## src/rtl/stbs_pkg.sv

```systemverilog
// ----------------------------------------------------------------------------
// stbs_pkg
// Shared types and constants for the sorted table binary search core.
// ----------------------------------------------------------------------------
package stbs_pkg;

   localparam int MAX_ENTRIES_DEF = 64;
   localparam int KEY_BYTES_DEF   = 8;

   localparam int KEY_W   = 64;
   localparam int SCORE_W = 16;
   localparam int SLOT_W  = 6;
   localparam int COUNT_W = 7;

   localparam logic MODE_LOAD   = 1'b0;
   localparam logic MODE_SEARCH = 1'b1;

   typedef struct packed {
      logic               mode;
      logic [SLOT_W-1:0]  load_index;
      logic [KEY_W-1:0]   key;
      logic [SCORE_W-1:0] score_in;
   } req_type;

   typedef struct packed {
      logic               found;
      logic [SLOT_W-1:0]  match_index;
      logic [SCORE_W-1:0] score_out;
   } rsp_type;

endpackage

```

## src/rtl/stbs_search.sv

```systemverilog
// ----------------------------------------------------------------------------
// stbs_search
// Request decode and probe sequencer: writes loads into the table and walks
// a halving search over [lo, hi), one table read per probe.
// ----------------------------------------------------------------------------
module stbs_search import stbs_pkg::*; #(
   parameter int MAX_ENTRIES = MAX_ENTRIES_DEF,
   parameter int KEY_BYTES   = KEY_BYTES_DEF,
   parameter int IDX_W       = $clog2(MAX_ENTRIES),
   parameter int CNT_W       = $clog2(MAX_ENTRIES + 1)
) (
   input  logic               clock,
   input  logic               reset,
   input  logic               start,
   output logic               busy,
   input  req_type            req_item,
   input  logic [CNT_W-1:0]   count,
   output logic               rsp_valid,
   output rsp_type            rsp_item,
   output logic               wr_en,
   output logic [IDX_W-1:0]   wr_addr,
   output logic [KEY_W-1:0]   wr_key,
   output logic [SCORE_W-1:0] wr_score,
   output logic               rd_en,
   output logic [IDX_W-1:0]   rd_addr,
   input  logic [KEY_W-1:0]   rd_key,
   input  logic [SCORE_W-1:0] rd_score
);

   localparam logic [KEY_W-1:0] KEY_MASK = (KEY_BYTES >= 8) ? {KEY_W{1'b1}} :
      KEY_W'((65'd1 << (8 * KEY_BYTES)) - 65'd1);

   typedef enum logic [2:0] {
      ST_IDLE  = 3'b001,
      ST_PROBE = 3'b010,
      ST_CMP   = 3'b100
   } state_type;

   state_type          state_ff, state_in;
   logic [CNT_W-1:0]   lo_ff, lo_in;
   logic [CNT_W-1:0]   hi_ff, hi_in;
   logic [CNT_W-1:0]   mid_ff, mid_in;
   logic [KEY_W-1:0]   target_ff, target_in;
   logic               rsp_valid_ff, rsp_valid_in;
   rsp_type            rsp_item_ff, rsp_item_in;

   logic               accept;
   logic [CNT_W-1:0]   mid_calc;

   assign accept   = start && (state_ff == ST_IDLE);
   assign busy     = (state_ff != ST_IDLE);
   assign mid_calc = lo_ff + ((hi_ff - lo_ff - CNT_W'(1)) >> 1);

   // loads go straight into the table at the accepting edge
   assign wr_en    = accept && (req_item.mode == MODE_LOAD) &&
                     (32'(req_item.load_index) < 32'(MAX_ENTRIES));
   assign wr_addr  = IDX_W'(req_item.load_index);
   assign wr_key   = req_item.key & KEY_MASK;
   assign wr_score = req_item.score_in;

   assign rd_en    = (state_ff == ST_PROBE) && (lo_ff < hi_ff);
   assign rd_addr  = mid_calc[IDX_W-1:0];

   always_comb begin
      state_in     = state_ff;
      lo_in        = lo_ff;
      hi_in        = hi_ff;
      mid_in       = mid_ff;
      target_in    = target_ff;
      rsp_valid_in = 1'b0;
      rsp_item_in  = rsp_item_ff;
      unique case (state_ff)
         ST_IDLE: begin
            if (accept && (req_item.mode == MODE_SEARCH)) begin
               lo_in     = '0;
               hi_in     = count;
               target_in = req_item.key & KEY_MASK;
               state_in  = ST_PROBE;
            end
         end
         ST_PROBE: begin
            if (lo_ff < hi_ff) begin
               mid_in   = mid_calc;
               state_in = ST_CMP;
            end else begin
               // range empty: report a miss
               rsp_valid_in = 1'b1;
               rsp_item_in  = '0;
               state_in     = ST_IDLE;
            end
         end
         ST_CMP: begin
            if (rd_key == target_ff) begin
               rsp_valid_in            = 1'b1;
               rsp_item_in.found       = 1'b1;
               rsp_item_in.match_index = SLOT_W'(mid_ff);
               rsp_item_in.score_out   = rd_score;
               state_in                = ST_IDLE;
            end else begin
               if (rd_key < target_ff) begin
                  lo_in = mid_ff + CNT_W'(1);
               end else begin
                  hi_in = mid_ff;
               end
               state_in = ST_PROBE;
            end
         end
         default: begin
            state_in = ST_IDLE;
         end
      endcase
   end

   always_ff @(posedge clock) begin
      if (reset) begin
         state_ff     <= ST_IDLE;
         rsp_valid_ff <= 1'b0;
      end else begin
         state_ff     <= state_in;
         rsp_valid_ff <= rsp_valid_in;
      end
   end

   always_ff @(posedge clock) begin
      lo_ff       <= lo_in;
      hi_ff       <= hi_in;
      mid_ff      <= mid_in;
      target_ff   <= target_in;
      rsp_item_ff <= rsp_item_in;
   end

   assign rsp_valid = rsp_valid_ff;
   assign rsp_item  = rsp_item_ff;

endmodule

```

## config.mk

```make
export PLATFORM = sky130hd
export DESIGN_NAME = stbs_search
export DESIGN_NICKNAME = d
export VERILOG_FILES = /design/src/rtl/stbs_pkg.sv /design/src/rtl/stbs_search.sv
export SDC_FILE = /design/constraint.sdc
export NUM_CORES = 1
export LEC_CHECK = 0
export BUFFER_PORTS_ARGS = -buffer_cell sky130_fd_sc_hd__buf_2
export CAP_MARGIN = 20
export CORE_ASPECT_RATIO = 1.25
export CORE_MARGIN = 8
export CORE_UTILIZATION = 35
export DETAILED_ROUTE_END_ITERATION = 8
export HOLD_SLACK_MARGIN = 0.08
export PLACE_DENSITY = 0.67
export SYNTH_ARGS = -nofsm -noshare
export SYNTH_HDL_FRONTEND = slang
export SYNTH_SLANG_ARGS = --single-unit
```

## constraint.sdc

```tcl
create_clock -name clock -period 6 [get_ports clock]
set_input_delay 0.6 -clock clock [delete_from_list [all_inputs] [get_ports clock]]
set_output_delay 0.6 -clock clock [all_outputs]
set_load 0.01 [all_outputs]
```

==> out/qor.csv <==
stage,metric,value,unit
clocking,cts_buffers,9,
sta,finClkSkew,0.008406,ns
status,status,"complete, no violations",
setup_path,path_common_cell,a21oi_1,
setup_path,crit_type,reg2out,
synth,ys.warnings.count,0,
floorplanning,die-area,0.02382,mm^2
synth,syn-num-nets,841,
power,finalPower,1781,uW
setup_path,worstPathMaxFanout,4,
floorplanning,core-area,0.01878,mm^2
place,dp.cells,968,
setup_path,crit_family,compound AO/OA/AOI/OAI gates,
global_routing,track_usage,13.48,%
sta,drv_slew,0,
clocking,post_cts_buffers,0,
setup_path,worst-endpoint-arrival,2.88,ns
global_routing,grt_pass1_wl,24.87,mm
clocking,cts_tree,done,
clocking,htreeDepth,3,
synth,synth-async-reset-ratio,0,%
synth,synth_top_family_by_area,adder cells,
setup_path,start_kind,flop,
routing,antenna_left,0,
worst_hold_path,min_path_type,in2reg,
power,power_density,227.3,mW/mm^2
place,gp_congestion,0.8101,
floorplanning,start_util,35.62,%
floorplanning,die_w,139.7,um
routing,finalWirelength,15.97,mm
synth,synth_edf_count,108,
final_layout,nets,1009,
routing,wl_per_cell,16.22,um
clocking,cts-root-buf,clkbuf_16,
floorplanning,die_h,170.6,um
sta,post-route-period-util,58.01,%
sta,tightest_slew,0.8287,ns
global_routing,overflow,0,
place,numPortBuffers,251,
global_routing,grt_antenna_before_repair,0,
synth,synth_flop_cell,edfxtp_1,
final_layout,drive_gt1_share,37.58,%
sta,tns,0,ns
routing,dr.first_iter.drc_count,137,
synth,synth-simple-area-share,9.371,%
global_routing,grt_pass1_vias,4910,
power,irDropWorstVdd,0.0001178,V
synth,ys_seq_area_share,49.68,%
synth,synth_cell_types,47,
place,pre_cts_ws,2.230,ns
final_layout,layout.cells.most_common_list,"251 x buf_2, 108 x edfxtp_1, 83 x inv_1, 82 x ha_1, 35 x a21oi_1",
routing,route.vias.total,4502,
clocking,cts.sinks,112,
floorplanning,rows,56,
sta,rsz0062_at_grt,false,
sta,slew_headroom,44.76,%
floorplanning,io-pin-count,296,
setup_path,crit_chain,inv_1 > ha_1 > a21o_1 > a21oi_1 > xnor2_1 > ha_1 > a21oi_1 > o21bai_1 > a21oi_1 > xnor2_1 > buf_2,
final_layout,diodes,0,
routing,vias_per_cell,4.571,
routing,drt_pass1_iterations,4,
synth,synth_compound_area_share,7.538,%
clocking,cts_hold_buf,0,
setup_path,path_buf_inv,2,
setup_path,critPathMaxStageDelay,0.44,ns
final_layout,area.growth.synth_to_final,17.13,%
clocking,cts_resized,0,
sta,fmax,0.2873,GHz
synth,synthAdderAreaFrac,15.94,%
final_layout,fin_util,41.72,%
final_layout,finalNonFillerCells,985,
flow_run,drv_cap,0,
global_routing,grt_max_degree,65,
clocking,clk_pin_slew,0.07,ns
sta,finalWorstSetupSlack,2.519,ns
setup_path,crit_slowest_cell,edfxtp_1,
final_layout,layout_commonest_cell,buf_2,
sta,setup_viol,0,
synth,synth_cells,580,
synth,synth_xor_area_share,2.095,%
clocking,clk_latency,0.35,ns
clocking,ctsLongestPathBuffers,2,
power,p_leak,0.003952,uW
synth,syn_area_per_cell,11.53,um^2
routing,route.detailed.drc,0,
synth,netlist_area,0.006689,mm^2
final_layout,num-fill-cells,1874,
sta,finalHoldViolations,0,
place,dp_hpwl,13.40,mm
setup_path,critPathRequiredTime,5.40,ns
setup_path,endpoint_kind,output port,
sta,period_needed,3.481,ns
synth,synth_seq_cells,112,
synth,synthMuxAreaShare,0,%
## cells in the mapped netlist, types with 2 or more instances
cell	instances	area, um^2
nor2_1	20	75.07
inv_1	84	315.3
nand4_1	7	43.79
nand3_1	9	45.04
and4_1	2	17.52
o21bai_1	5	37.54
xor2_1	5	43.79
edfxtp_1	108	3243
o21ai_0	6	30.03
a221oi_1	4	35.03
clkbuf_1	6	22.52
a21oi_1	35	175.2
a21o_1	11	82.58
fa_1	2	40.04
o21ai_1	3	15.01
and3_1	24	150.1
buf_4	92	690.7
nor2b_1	2	12.51
and2_1	3	18.77
o21a_1	2	15.01
a211oi_1	2	15.01
xnor2_1	11	96.34
nand2_1	25	93.84
nor3_2	2	20.02
dfxtp_1	4	80.08
nand4_2	4	50.05
ha_1	82	1026
## flip-flops by register name (all words and copies together), names as in the netlist
name and count:
hi_ff 7, rsp_valid 1, state_ff 3, lo_ff 7
target_ff 64, mid_ff 7, rsp_item 23
## cells by family after synthesis
kind of cell,after synthesis
compound gates,79
buf+inv,182
simple gates,107
xor+xnor,16
flops,112
fa+ha+maj,84
## metrics by stage
step / area [um^2] / hold slack [ns]
4_1_cts: 7820 / 0.4074
2_1_floorplan: 6689 / 0.5327
6_report: 7835 / 0.4318
3_5_place_dp: 7547 / 0.5758
3_3_place_gp: 7547 / 0.5668
5_1_grt: 7835 / 0.4074
## worst paths after layout
path,slack [ns],from,cells after the start,to
setup reg to reg,2.92,target_ff[33],9,lo_ff[0]
hold / removal,0.43,req_item[50],1,target_ff[34]
setup / recovery,2.52,lo_ff[1],11,rd_addr[5]
hold reg to reg,0.59,mid_ff[6],2,hi_ff[6]
## metal layers
metal | part of all wire (%) | wire (um) | track usage, % | up-vias
met5 | 0 | 0 | 0 | -
met4 | 1.4 | 225 | 4.163 | 0
met3 | 6.5 | 1040 | 4.796 | 16
met2 | 54 | 8584 | 25.10 | 162
met1 | 38 | 6121 | 13.96 | 2055
li1 | - | - | - | 2269
## cell type report
class                           instances  area [um^2]  share of cell area [%]
Clock buffer                           10        229.0                   2.922
Clock inverter                          6        43.79                  0.5589
Inverter                               84        315.3                   4.024
Multi-Input combinational cell        286         2340                   29.86
Sequential cell                       112         3323                   42.41
Tap cell                              232        290.3                   3.705
Timing Repair Buffer                  255         1294                   16.51
## where the power goes
| group | switching [uW] | internal, uW | total, uW |
|---|---|---|---|
| clock network | 281 | 285 | 566 |
| logic | 172 | 138 | 311 |
| registers | 9.88 | 894 | 904 |
| total | 464 | 1320 | 1780 |
## worst reg2reg max path, stage by stage, from the launching register on
cell	delay [ns]
edfxtp_1	0.36
inv_1	0.06
ha_1	0.23
a21o_1	0.18
a221o_1	0.32
a221oi_1	0.44
o21ai_1	0.10
nor3_1	0.26
o211ai_1	0.14
o21ai_1	0.62
(Power assumes the default switching activity.)
